$ cat src/rtl/spq_pkg.sv
// Shared constants, types and pointer helpers for the sorted min-priority queue.
`default_nettype none

package spq_pkg;

  localparam int unsigned CAPACITY = 16;

  localparam int unsigned VAL_W    = 32;
  localparam int unsigned OCC_W    = 5;
  localparam int unsigned IDX_W    = (CAPACITY > 1) ? $clog2(CAPACITY) : 1;
  localparam int unsigned CNT_W    = $clog2(CAPACITY + 1);
  localparam int unsigned SUM_W    = CNT_W + 1;

  typedef logic [IDX_W-1:0]        idx_t;
  typedef logic [CNT_W-1:0]        cnt_t;
  typedef logic signed [VAL_W-1:0] val_t;

  localparam val_t EMPTY_VALUE = {VAL_W{1'b1}};

  typedef enum logic {
    KIND_ENQUEUE = 1'b0,
    KIND_DEQUEUE = 1'b1
  } kind_e;

  typedef enum logic [1:0] {
    STATUS_OK    = 2'd0,
    STATUS_FULL  = 2'd1,
    STATUS_EMPTY = 2'd2
  } status_e;

  typedef enum logic [2:0] {
    ST_IDLE,
    ST_ENQ_SCAN,
    ST_ENQ_PUT,
    ST_DEQ_WAIT,
    ST_FINISH
  } state_e;

  // Step a ring pointer forward, wrapping at the capacity.
  function automatic idx_t wrap_inc(input idx_t p);
    return (p == IDX_W'(CAPACITY - 1)) ? '0 : p + 1'b1;
  endfunction

  // Step a ring pointer back, wrapping at the capacity.
  function automatic idx_t wrap_dec(input idx_t p);
    return (p == '0) ? IDX_W'(CAPACITY - 1) : p - 1'b1;
  endfunction

  // Ring position of base plus offset; offset never exceeds the capacity.
  function automatic idx_t wrap_add(input idx_t base, input cnt_t off);
    logic [SUM_W-1:0] sum;
    sum = SUM_W'(base) + SUM_W'(off);
    if (sum >= SUM_W'(CAPACITY)) begin
      sum = sum - SUM_W'(CAPACITY);
    end
    return IDX_W'(sum);
  endfunction

endpackage

`default_nettype wire

$ cat src/rtl/spq_if.sv
// Valid/ready channel interfaces for queue commands and queue results.
`default_nettype none

interface spq_in_if
  import spq_pkg::*;
();
  logic  valid;
  logic  ready;
  kind_e kind;
  val_t  item_value;

  modport source (output valid, output kind, output item_value, input ready);
  modport sink   (input valid, input kind, input item_value, output ready);
endinterface

interface spq_out_if
  import spq_pkg::*;
();
  logic             valid;
  logic             ready;
  val_t             out_value;
  status_e          status;
  logic [OCC_W-1:0] occupancy;

  modport source (output valid, output out_value, output status, output occupancy,
                  input ready);
  modport sink   (input valid, input out_value, input status, input occupancy,
                  output ready);
endinterface

`default_nettype wire

$ cat src/rtl/sorted_min_priority_queue.sv
// A full enqueue, an enqueue into an empty queue and an empty dequeue go straight to the
//   result; a dequeue first waits for the registered read of the head; any other enqueue
//   walks down from the tail, one entry read and one entry moved per cycle.
// One item at a time: the next input beat is taken once the last result has been loaded
//   into the output register, so a stalled result holds off the input.
// Reset: asynchronous, active low; clears state, count, ring head and output valid, leaves the
//   entry memory unwritten (never read before it is written).
`default_nettype none

module sorted_min_priority_queue
  import spq_pkg::*;
(
  input  wire        clk_i,
  input  wire        rst_ni,
  spq_in_if.sink     in_i,
  spq_out_if.source  out_o
);

  // Values live in a ring buffer in ascending order from head_q. A dequeue
  // reads the head and advances it. An enqueue walks down from the tail,
  // moving every larger value up one slot until it finds its place.

  state_e state_q, state_d;
  idx_t   head_q, head_d;
  cnt_t   count_q, count_d;
  idx_t   rd_ptr_q, rd_ptr_d;
  idx_t   wr_ptr_q, wr_ptr_d;
  cnt_t   left_q, left_d;
  val_t   val_q, val_d;
  val_t   res_value_q, res_value_d;
  status_e res_status_q, res_status_d;

  logic             out_valid_q, out_valid_d;
  val_t             out_value_q;
  status_e          out_status_q;
  logic [OCC_W-1:0] out_occ_q;
  logic             out_load;

  // Entry memory: one write port, one read port, registered read data.
  val_t mem_q [CAPACITY];
  val_t rdata_q;
  logic mem_we;
  idx_t mem_waddr;
  val_t mem_wdata;
  logic mem_re;
  idx_t mem_raddr;

  idx_t tail;
  idx_t step_back;

  assign tail      = wrap_add(head_q, count_q);
  assign step_back = wrap_dec(rd_ptr_q);

  assign in_i.ready = (state_q == ST_IDLE);

  always_comb begin
    state_d      = state_q;
    head_d       = head_q;
    count_d      = count_q;
    rd_ptr_d     = rd_ptr_q;
    wr_ptr_d     = wr_ptr_q;
    left_d       = left_q;
    val_d        = val_q;
    res_value_d  = res_value_q;
    res_status_d = res_status_q;
    mem_we       = 1'b0;
    mem_waddr    = wr_ptr_q;
    mem_wdata    = val_q;
    mem_re       = 1'b0;
    mem_raddr    = rd_ptr_q;
    out_load     = 1'b0;

    unique case (state_q)
      ST_IDLE: begin
        if (in_i.valid) begin
          if (in_i.kind == KIND_ENQUEUE) begin
            res_value_d = '0;
            if (count_q == CNT_W'(CAPACITY)) begin
              // Drop the value, report full.
              res_status_d = STATUS_FULL;
              state_d      = ST_FINISH;
            end else if (count_q == '0) begin
              res_status_d = STATUS_OK;
              mem_we       = 1'b1;
              mem_waddr    = head_q;
              mem_wdata    = in_i.item_value;
              count_d      = count_q + 1'b1;
              state_d      = ST_FINISH;
            end else begin
              // Start the walk: read the last stored value, target the tail.
              res_status_d = STATUS_OK;
              mem_re       = 1'b1;
              mem_raddr    = wrap_dec(tail);
              rd_ptr_d     = wrap_dec(tail);
              wr_ptr_d     = tail;
              left_d       = count_q;
              val_d        = in_i.item_value;
              count_d      = count_q + 1'b1;
              state_d      = ST_ENQ_SCAN;
            end
          end else begin
            if (count_q == '0) begin
              res_value_d  = EMPTY_VALUE;
              res_status_d = STATUS_EMPTY;
              state_d      = ST_FINISH;
            end else begin
              res_status_d = STATUS_OK;
              mem_re       = 1'b1;
              mem_raddr    = head_q;
              head_d       = wrap_inc(head_q);
              count_d      = count_q - 1'b1;
              state_d      = ST_DEQ_WAIT;
            end
          end
        end
      end

      ST_ENQ_SCAN: begin
        mem_we    = 1'b1;
        mem_waddr = wr_ptr_q;
        if (rdata_q > val_q) begin
          // Larger value: move it up one slot and keep walking.
          mem_wdata = rdata_q;
          wr_ptr_d  = rd_ptr_q;
          left_d    = left_q - 1'b1;
          if (left_q == CNT_W'(1)) begin
            state_d = ST_ENQ_PUT;
          end else begin
            mem_re    = 1'b1;
            mem_raddr = step_back;
            rd_ptr_d  = step_back;
          end
        end else begin
          // Equal or smaller: the new value goes right after it.
          mem_wdata = val_q;
          state_d   = ST_FINISH;
        end
      end

      ST_ENQ_PUT: begin
        mem_we    = 1'b1;
        mem_waddr = wr_ptr_q;
        mem_wdata = val_q;
        state_d   = ST_FINISH;
      end

      ST_DEQ_WAIT: begin
        res_value_d = rdata_q;
        state_d     = ST_FINISH;
      end

      ST_FINISH: begin
        // Hold the result until the output register is free.
        if (!out_valid_q || out_o.ready) begin
          out_load = 1'b1;
          state_d  = ST_IDLE;
        end
      end

      default: begin
        state_d = ST_IDLE;
      end
    endcase
  end

  assign out_valid_d = out_load ? 1'b1 : (out_o.ready ? 1'b0 : out_valid_q);

  always_ff @(posedge clk_i or negedge rst_ni) begin
    if (!rst_ni) begin
      state_q     <= ST_IDLE;
      head_q      <= '0;
      count_q     <= '0;
      out_valid_q <= 1'b0;
    end else begin
      state_q     <= state_d;
      head_q      <= head_d;
      count_q     <= count_d;
      out_valid_q <= out_valid_d;
    end
  end

  always_ff @(posedge clk_i) begin
    rd_ptr_q     <= rd_ptr_d;
    wr_ptr_q     <= wr_ptr_d;
    left_q       <= left_d;
    val_q        <= val_d;
    res_value_q  <= res_value_d;
    res_status_q <= res_status_d;
    if (out_load) begin
      out_value_q  <= res_value_q;
      out_status_q <= res_status_q;
      out_occ_q    <= OCC_W'(count_q);
    end
  end

  always_ff @(posedge clk_i) begin
    if (mem_we) begin
      mem_q[mem_waddr] <= mem_wdata;
    end
    if (mem_re) begin
      rdata_q <= mem_q[mem_raddr];
    end
  end

  assign out_o.valid     = out_valid_q;
  assign out_o.out_value = out_value_q;
  assign out_o.status    = out_status_q;
  assign out_o.occupancy = out_occ_q;

endmodule

`default_nettype wire

$ cat src/flat_wrapper.sv
// flat-port wrapper written by rule: the top's interface ports become plain ports
module sorted_min_priority_queue_flat import spq_pkg::*;
  (clk_i, rst_ni, in_i_valid, in_i_kind, in_i_item_value, in_i_ready, out_o_valid, out_o_out_value, out_o_status, out_o_occupancy, out_o_ready);
  spq_in_if in_i_i ();
  spq_out_if out_o_i ();
  input  wire clk_i;
  input  wire rst_ni;
  input wire logic [$bits(in_i_i.valid)-1:0] in_i_valid;
  input wire logic [$bits(in_i_i.kind)-1:0] in_i_kind;
  input wire logic [$bits(in_i_i.item_value)-1:0] in_i_item_value;
  output wire logic [$bits(in_i_i.ready)-1:0] in_i_ready;
  output wire logic [$bits(out_o_i.valid)-1:0] out_o_valid;
  output wire logic [$bits(out_o_i.out_value)-1:0] out_o_out_value;
  output wire logic [$bits(out_o_i.status)-1:0] out_o_status;
  output wire logic [$bits(out_o_i.occupancy)-1:0] out_o_occupancy;
  input wire logic [$bits(out_o_i.ready)-1:0] out_o_ready;
  assign in_i_i.valid = in_i_valid;
  assign in_i_i.kind = in_i_kind;
  assign in_i_i.item_value = in_i_item_value;
  assign in_i_ready = in_i_i.ready;
  assign out_o_valid = out_o_i.valid;
  assign out_o_out_value = out_o_i.out_value;
  assign out_o_status = out_o_i.status;
  assign out_o_occupancy = out_o_i.occupancy;
  assign out_o_i.ready = out_o_ready;
  sorted_min_priority_queue u_core (.clk_i(clk_i), .rst_ni(rst_ni), .in_i(in_i_i), .out_o(out_o_i));
endmodule
$ cat config.mk
export PLATFORM = sky130hd
export DESIGN_NAME = sorted_min_priority_queue_flat
export DESIGN_NICKNAME = d
export VERILOG_FILES = /design/src/rtl/spq_pkg.sv /design/src/rtl/spq_if.sv /design/src/rtl/sorted_min_priority_queue.sv /design/src/flat_wrapper.sv
export SDC_FILE = /design/constraint.sdc
export NUM_CORES = 1
export LEC_CHECK = 0
export ABC_AREA = 0
export BUFFER_PORTS_ARGS = -buffer_cell sky130_fd_sc_hd__buf_2
export CAP_MARGIN = 15
export CORE_MARGIN = 5
export CORE_UTILIZATION = 55
export CTS_CLUSTER_DIAMETER = 120
export DETAILED_ROUTE_END_ITERATION = 8
export PLACE_DENSITY = 0.77
export SLEW_MARGIN = 20
export SYNTH_ARGS = -nofsm -noshare
export SYNTH_HDL_FRONTEND = slang
export SYNTH_SLANG_ARGS = --single-unit
$ cat constraint.sdc
create_clock -name clk_i -period 6.6 [get_ports clk_i]
set_clock_uncertainty 0.2 [all_clocks]
set_input_delay 1.65 -clock clk_i [delete_from_list [all_inputs] [get_ports clk_i]]
set_output_delay 1.65 -clock clk_i [all_outputs]
set_load 0.03 [all_outputs]
Word-level counts from Yosys, hierarchy flattened
Memory sizes are Yosys's and may differ from the RTL's. A register that Yosys moved wholly into a read port is not among the register bits.
Index checks and enable logic that the tools add are counted.
- reduce and logical (&&, ||, !) cells: 19
- $lt $le $gt $ge: 2
- bitwise gates (word level): 3
- mux-type cells: 75
- equality and inequality tests: 17
- add/sub/neg operators: 8
- operator list (cell ; number):
    $mux W32 ; 8
    $pmux W32 S2 ; 2
    $mux W4 ; 23
    $mux W5 ; 8
    $gt A32 B32 Y1 ; 1
    $mux W3 ; 8
    $pmux W4 S2 ; 3
    $mux W1 ; 17
    $ne A2 B2 Y1 const B ; 6
    $pmux W3 S4 ; 1
    $sub A4 B1 Y4 const B ; 3
    $pmux W5 S2 ; 1
    $sub A5 B1 Y5 const B ; 2
    $reduce_and A3 Y1 ; 3
    $logic_not A4 Y1 ; 2
    $reduce_and A4 Y1 ; 2
    $add A4 B5 Y6 ; 1
    $eq A3 B2 Y1 const B ; 2
    $ge A6 B5 Y1 const B ; 1
    $reduce_and A6 Y1 ; 1
    $reduce_bool A2 Y1 ; 3
    $add A5 B1 Y5 const B ; 1
    $eq A5 B1 Y1 const B ; 1
    $eq A5 B5 Y1 const B ; 1
    17 further kinds ; 23
- flip-flop bits (word level): 131
- memory bits (writable): 512
- memories: 1
- logic and storage cells: 138
- bits of input ports: 37
- memory list (memory ; depth ; width ; rd ports ; clocked after Yosys merged registers in ; wr ports ; RTL line ; source):
    u_core.mem_q ; 16 ; 32 ; 1 ; 1 ; 1 ; sorted_min_priority_queue.sv:40 ; val_t mem_q [CAPACITY];

Longest topological paths before layout
- depth in word-level cells: 10
- depth in mapped cells: 17
- depth with buffers taken out: 13

Worst setup path before layout
OpenSTA, ideal clock, no wires.
- path kind: in2reg
- start point: in in_i_kind
- end point: mem u_core.mem_q[11][0] in the netlist's numbering, enable pin
- slack: 0.044 ns
- library setup time: 0.501 ns
- buffers on the path: 3
- required time: 5.899 ns
- arrival: 5.855 ns
- stages: 7
- cell sequence: buf_2 -> nor2b_1 -> and3_1 -> clkbuf_1 -> clkbuf_1 -> a31oi_1 -> nor4_1
- longest elaborated chain between the ends: 5
- elaborated cells between the ends (all ways): 8
- those cells by class: 8 x mux
- ends and longest elaborated chain (item ; RTL line ; source):
    start: declaration ; flat_wrapper.sv:9 ; input wire logic [$bits(in_i_i.kind)-1:0] in_i_kind;
    $mux W1 ; sorted_min_priority_queue.sv:76 ; if (in_i.kind == KIND_ENQUEUE) begin
    $mux W1 ; sorted_min_priority_queue.sv:75 ; if (in_i.valid) begin
    $pmux W1 S2 ; sorted_min_priority_queue.sv:73 ; unique case (state_q)
    $mux W1 ; sorted_min_priority_queue.sv:197 ; if (mem_we) begin
    $mux W1 (implied by the code) ; sorted_min_priority_queue.sv:198 ; mem_q[mem_waddr] <= mem_wdata;
    end: declaration ; sorted_min_priority_queue.sv:40 ;
Several ways; a longest one is shown, not always the timed one.

Final worst setup path
- start point: reg u_core.rdata_q[31], read port of u_core.mem_q
- end point: reg u_core.rdata_q[15], read port of u_core.mem_q (data pin)
- longest elaborated chain between the ends: 3
- elaborated cells between the ends (all ways): 5
- those cells by class: 1 x order compare; 4 x mux
- ends and longest elaborated chain (item ; RTL line ; source):
    start: declaration ; sorted_min_priority_queue.sv:41 ; val_t rdata_q;
    $gt A32 B32 Y1 (*) ; sorted_min_priority_queue.sv:121 ; if (rdata_q > val_q) begin
    $mux W4 / $mux W1 (equally long branches) ; sorted_min_priority_queue.sv:121 ;
    $pmux W4 S2 / $pmux W1 S2 (equally long branches) ; sorted_min_priority_queue.sv:73 ;
Mark *: on every way between the ends. The rest lies on a longest branch, timed or not.
A chain may end at the register's enable or synchronous reset.

==> metrics <==
die extent in x=235 um; maximum vdd ir drop=0.440 mV; CP dominant cell by count=sky130_fd_sc_hd__o31a_1; WL/cell=24.4 um; dominant register cell in the synthesized netlist=sky130_fd_sc_hd__edfxtp_1; # clock sinks=675; layout cells sized above 1=0.145; final clock period utilization by the worst path=0.786; initial core utilization=0.557; clock tree from TritonCTS=built; post-CTS setup buffer count=0; first-pass GRT wire length=102000 um; met2 routed WL=32100 um; status=finished clean; number of slew-limit violations in the final report=0; RePlAce Congestion=0.875; cts hold-fix bufs=0; post-route ant nets=0; Critical-path top delay cell=sky130_fd_sc_hd__or2_2; power density over cell area=579 nW/um^2; worst min path class=flip-flop to flip-flop; M1 wire length=26300 um; Final Routed Wirelength=68200 um; total routing resource utilization after global routing=0.239; number of endpoints failing setup at the final stage=0; static leakage=0.0114 uW; Chip Height=235 um; sum of met3 wire segment lengths after detailed routing=7560 um; clock transition at the register clock pins on the worst setup and hold paths after CTS=0.06 ns; sequential element share of the synthesized area=0.723; Hold Fails Final Rpt=0; Synth Instances=1984; layout overhead on the synthesized area=13.2%; topmost layer with routed signal wires=met4; data arrival time of the critical path=5.30 ns; number of enable flip-flop cells after synthesis=662; DRC Markers=0; number of antenna violations at the first check in global routing=1; unique cell type count in the Yosys netlist=68; CTS resizes=0; DRC marker count from the first detailed-route iteration=1920; Synthesized Nets=2067; Port-buffer cells=77; clock root buffer master=sky130_fd_sc_hd__clkbuf_16; WP data required=6.71 ns; Vias=17500; pre-CTS WS=1.23 ns; die footprint=55400 sq um; max-slew headroom at the worst pin=0.214; Row Count=82; critical path class=flip-flop to flip-flop; CTS max path bufs=3; setup repair after global routing missed its margin=false; maximum clock frequency=193 MHz; Crit Path Max Fanout=22; accumulated negative setup slack=0 ns; slack of the critical path=1.41 ns; number of iterations in the first detailed-routing pass=5; Inserted Diodes=0; final critical delay including setup and external delays=5.19 ns; number of synthesis warnings=0; total clock buffers created by CTS=66; asr flop ratio synth=0.0193; slew at the pin with the worst max-slew slack=1.17 ns; area of the core region=50200 sq um; mean instance size in the synthesized netlist=14.1 sq um; CP bufs+invs=1; Worst path max stage delay=0.75 ns; via count of the first global-routing pass=16900; cell type group with the largest total delay on the critical path=compound AO/OA/AOI/OAI gates; via-per-instance ratio=6.25; max-capacitance violation count=0; total power draw=18300 uW; critical-path cell list=ha_1 -> and4_1 -> nand2_1 -> o211ai_1 -> or3_1 -> o31a_1 -> a211o_1 -> o31a_1 -> o21ai_1 -> or2_2 -> buf_4 -> o22ai_1 -> a311o_1; Total Nets Final=2163; combined area of all synthesized cells=27900 sq um; Core Util, Final=0.631; placed wire-length estimate=40500 um; endpoint kind of the worst setup timing path=flip-flop; H-Tree Level Count=3; clock insertion delay at the later pin of the skew report=0.59 ns; synthesized flop and latch total=675; largest net degree at the start of global routing=103; top-level port count=78; overflow left after global routing=0; nature of the critical path startpoint=flip-flop
stage by stage:
| stage | cells | hold slack, ns | instance area (sq um) |
|---|---|---|---|
| after floorplan | 1984 | 0.200 | 27900 |
| after global placement | 2684 | 0.201 | 29500 |
| after detailed placement | 2684 | 0.207 | 29500 |
| after CTS | 2800 | 0.221 | 31600 |
| after global routing | 2800 | 0.226 | 31600 |
| final | 2800 | 0.219 | 31600 |
state kept, by name, indices dropped and copies added, names as in the netlist, 3 cells and up:
register and flops:
u_core.mem_q 512, u_core.rdata_q 32, u_core.val_q 32, u_core.left_q 5, u_core.out_o.occupancy 5, u_core.rd_ptr_q 4
u_core.state_q 3, u_core.wr_ptr_q 4, u_core.res_value_q 32, u_core.out_o.out_value 32, u_core.head_q 4, u_core.count_q 5
worst register-to-register path: stages, from the launching register on:
cell                       delay (ns)
sky130_fd_sc_hd__edfxtp_1        0.51
sky130_fd_sc_hd__ha_1            0.39
sky130_fd_sc_hd__and4_1          0.27
sky130_fd_sc_hd__nand2_1         0.18
sky130_fd_sc_hd__o211ai_1        0.18
sky130_fd_sc_hd__or3_1           0.43
sky130_fd_sc_hd__o31a_1          0.40
sky130_fd_sc_hd__a211o_1         0.28
sky130_fd_sc_hd__o31a_1          0.10
sky130_fd_sc_hd__o21ai_1         0.38
sky130_fd_sc_hd__or2_2           0.75
sky130_fd_sc_hd__buf_4           0.38
sky130_fd_sc_hd__o22ai_1         0.10
sky130_fd_sc_hd__a311o_1         0.35
cell usage after synthesis, drive strengths merged, types with 4 or more instances:
| cell | instances | area, sq um |
|---|---|---|
| a211o | 5 | 43.8 |
| a211oi | 5 | 50.1 |
| a21o | 43 | 323 |
| a21oi | 154 | 872 |
| a22o | 60 | 526 |
| a22oi | 37 | 283 |
| a311o | 30 | 300 |
| a31oi | 12 | 75.1 |
| and3 | 38 | 238 |
| buf | 49 | 278 |
| clkbuf | 71 | 267 |
| dfrtp | 13 | 325 |
| edfxtp | 662 | 19900 |
| ha | 44 | 551 |
| inv | 50 | 188 |
| mux2i | 72 | 721 |
| nand2 | 349 | 1310 |
| nand3 | 70 | 355 |
| nand4 | 4 | 25.0 |
| nor2 | 52 | 198 |
| nor2b | 4 | 25.0 |
| nor3 | 11 | 55.1 |
| nor4 | 6 | 58.8 |
| o21ai | 48 | 240 |
| o22ai | 32 | 200 |
| xnor2 | 11 | 96.3 |
layout by cell type (no fill, tap or decap), types with 5 or more instances in the layout:
master / instances
sky130_fd_sc_hd__edfxtp_1: 662
sky130_fd_sc_hd__nand2_1: 349
sky130_fd_sc_hd__a21oi_1: 126
sky130_fd_sc_hd__buf_2: 77
sky130_fd_sc_hd__mux2i_1: 72
sky130_fd_sc_hd__clkbuf_16: 70
sky130_fd_sc_hd__nand3_1: 68
sky130_fd_sc_hd__a22o_1: 60
sky130_fd_sc_hd__buf_4: 57
sky130_fd_sc_hd__inv_1: 50
sky130_fd_sc_hd__ha_1: 44
sky130_fd_sc_hd__a21o_1: 42
sky130_fd_sc_hd__nor2_1: 37
sky130_fd_sc_hd__a22oi_1: 36
sky130_fd_sc_hd__o21ai_0: 35
sky130_fd_sc_hd__and3_1: 34
sky130_fd_sc_hd__o22ai_1: 32
sky130_fd_sc_hd__a311o_1: 30
sky130_fd_sc_hd__a21oi_2: 28
sky130_fd_sc_hd__clkbuf_1: 15
sky130_fd_sc_hd__clkinv_1: 14
sky130_fd_sc_hd__buf_12: 14
sky130_fd_sc_hd__nor2_4: 13
sky130_fd_sc_hd__dfrtp_1: 13
sky130_fd_sc_hd__a31oi_1: 12
sky130_fd_sc_hd__xnor2_1: 11
sky130_fd_sc_hd__nor3_1: 9
sky130_fd_sc_hd__o21ai_1: 9
sky130_fd_sc_hd__clkinv_2: 8
sky130_fd_sc_hd__bufinv_16: 6
sky130_fd_sc_hd__nor4_2: 5
sky130_fd_sc_hd__a211o_1: 5
final cells by class:
| cell class | instances | area, sq um |
|---|---|---|
| inverter | 51 | 191 |
| multi-input combinational | 1138 | 7190 |
| clock buffer | 85 | 1810 |
| clock inverter | 31 | 308 |
| sequential | 675 | 20200 |
| fill | 3499 | 18500 |
| tap | 672 | 841 |
| timing repair buffer | 148 | 1090 |
worst paths after layout:
| check | from | end | cells after the start | slack [ns] |
|---|---|---|---|---|
| max | u_core.rdata_q[31]$_DFFE_PP_ | u_core.rdata_q[15]$_DFFE_PP_ | 13 | 1.41 |
| min | u_core.res_value_q[3]$_DFFE_PP_ | u_core.out_o.out_value[3]$_DFFE_PP_ | 0 | 0.22 |
| max reg2reg | u_core.rdata_q[31]$_DFFE_PP_ | u_core.rdata_q[15]$_DFFE_PP_ | 13 | 1.41 |
| min reg2reg | u_core.res_value_q[3]$_DFFE_PP_ | u_core.out_o.out_value[3]$_DFFE_PP_ | 0 | 0.22 |
| max in group asynchronous | rst_ni | u_core.count_q[1]$_DFFE_PN0P_ | 1 | 5.23 |
| min in group asynchronous | rst_ni | u_core.state_q[0]$_DFFE_PN0P_ | 1 | 0.75 |
power by group:
part / internal, uW / switching (uW) / leakage [uW]
clock network: 2170 / 1520 / 0.00102
logic: 2820 / 5290 / 0.00422
registers: 6090 / 443 / 0.00618
total: 11100 / 7250 / 0.0114
per-layer routing:
layer,global-route usage,up-vias
met5,0,-
met4,0.0901,0
met3,0.0589,161
met2,0.376,957
met1,0.327,8660
li1,-,7709
cell families after synthesis:
family	after synthesis	synth area share
XOR/XNOR	13	0.00407
buffers and inverters	171	0.0263
AND/OR/NAND/NOR	552	0.0858
flip-flops	675	0.723
adder cells (fa/ha/maj)	46	0.0211
multiplexers	74	0.0266
AO/OA/AOI/OAI	453	0.113
No activity file was read; power rests on OpenSTA's default activity.
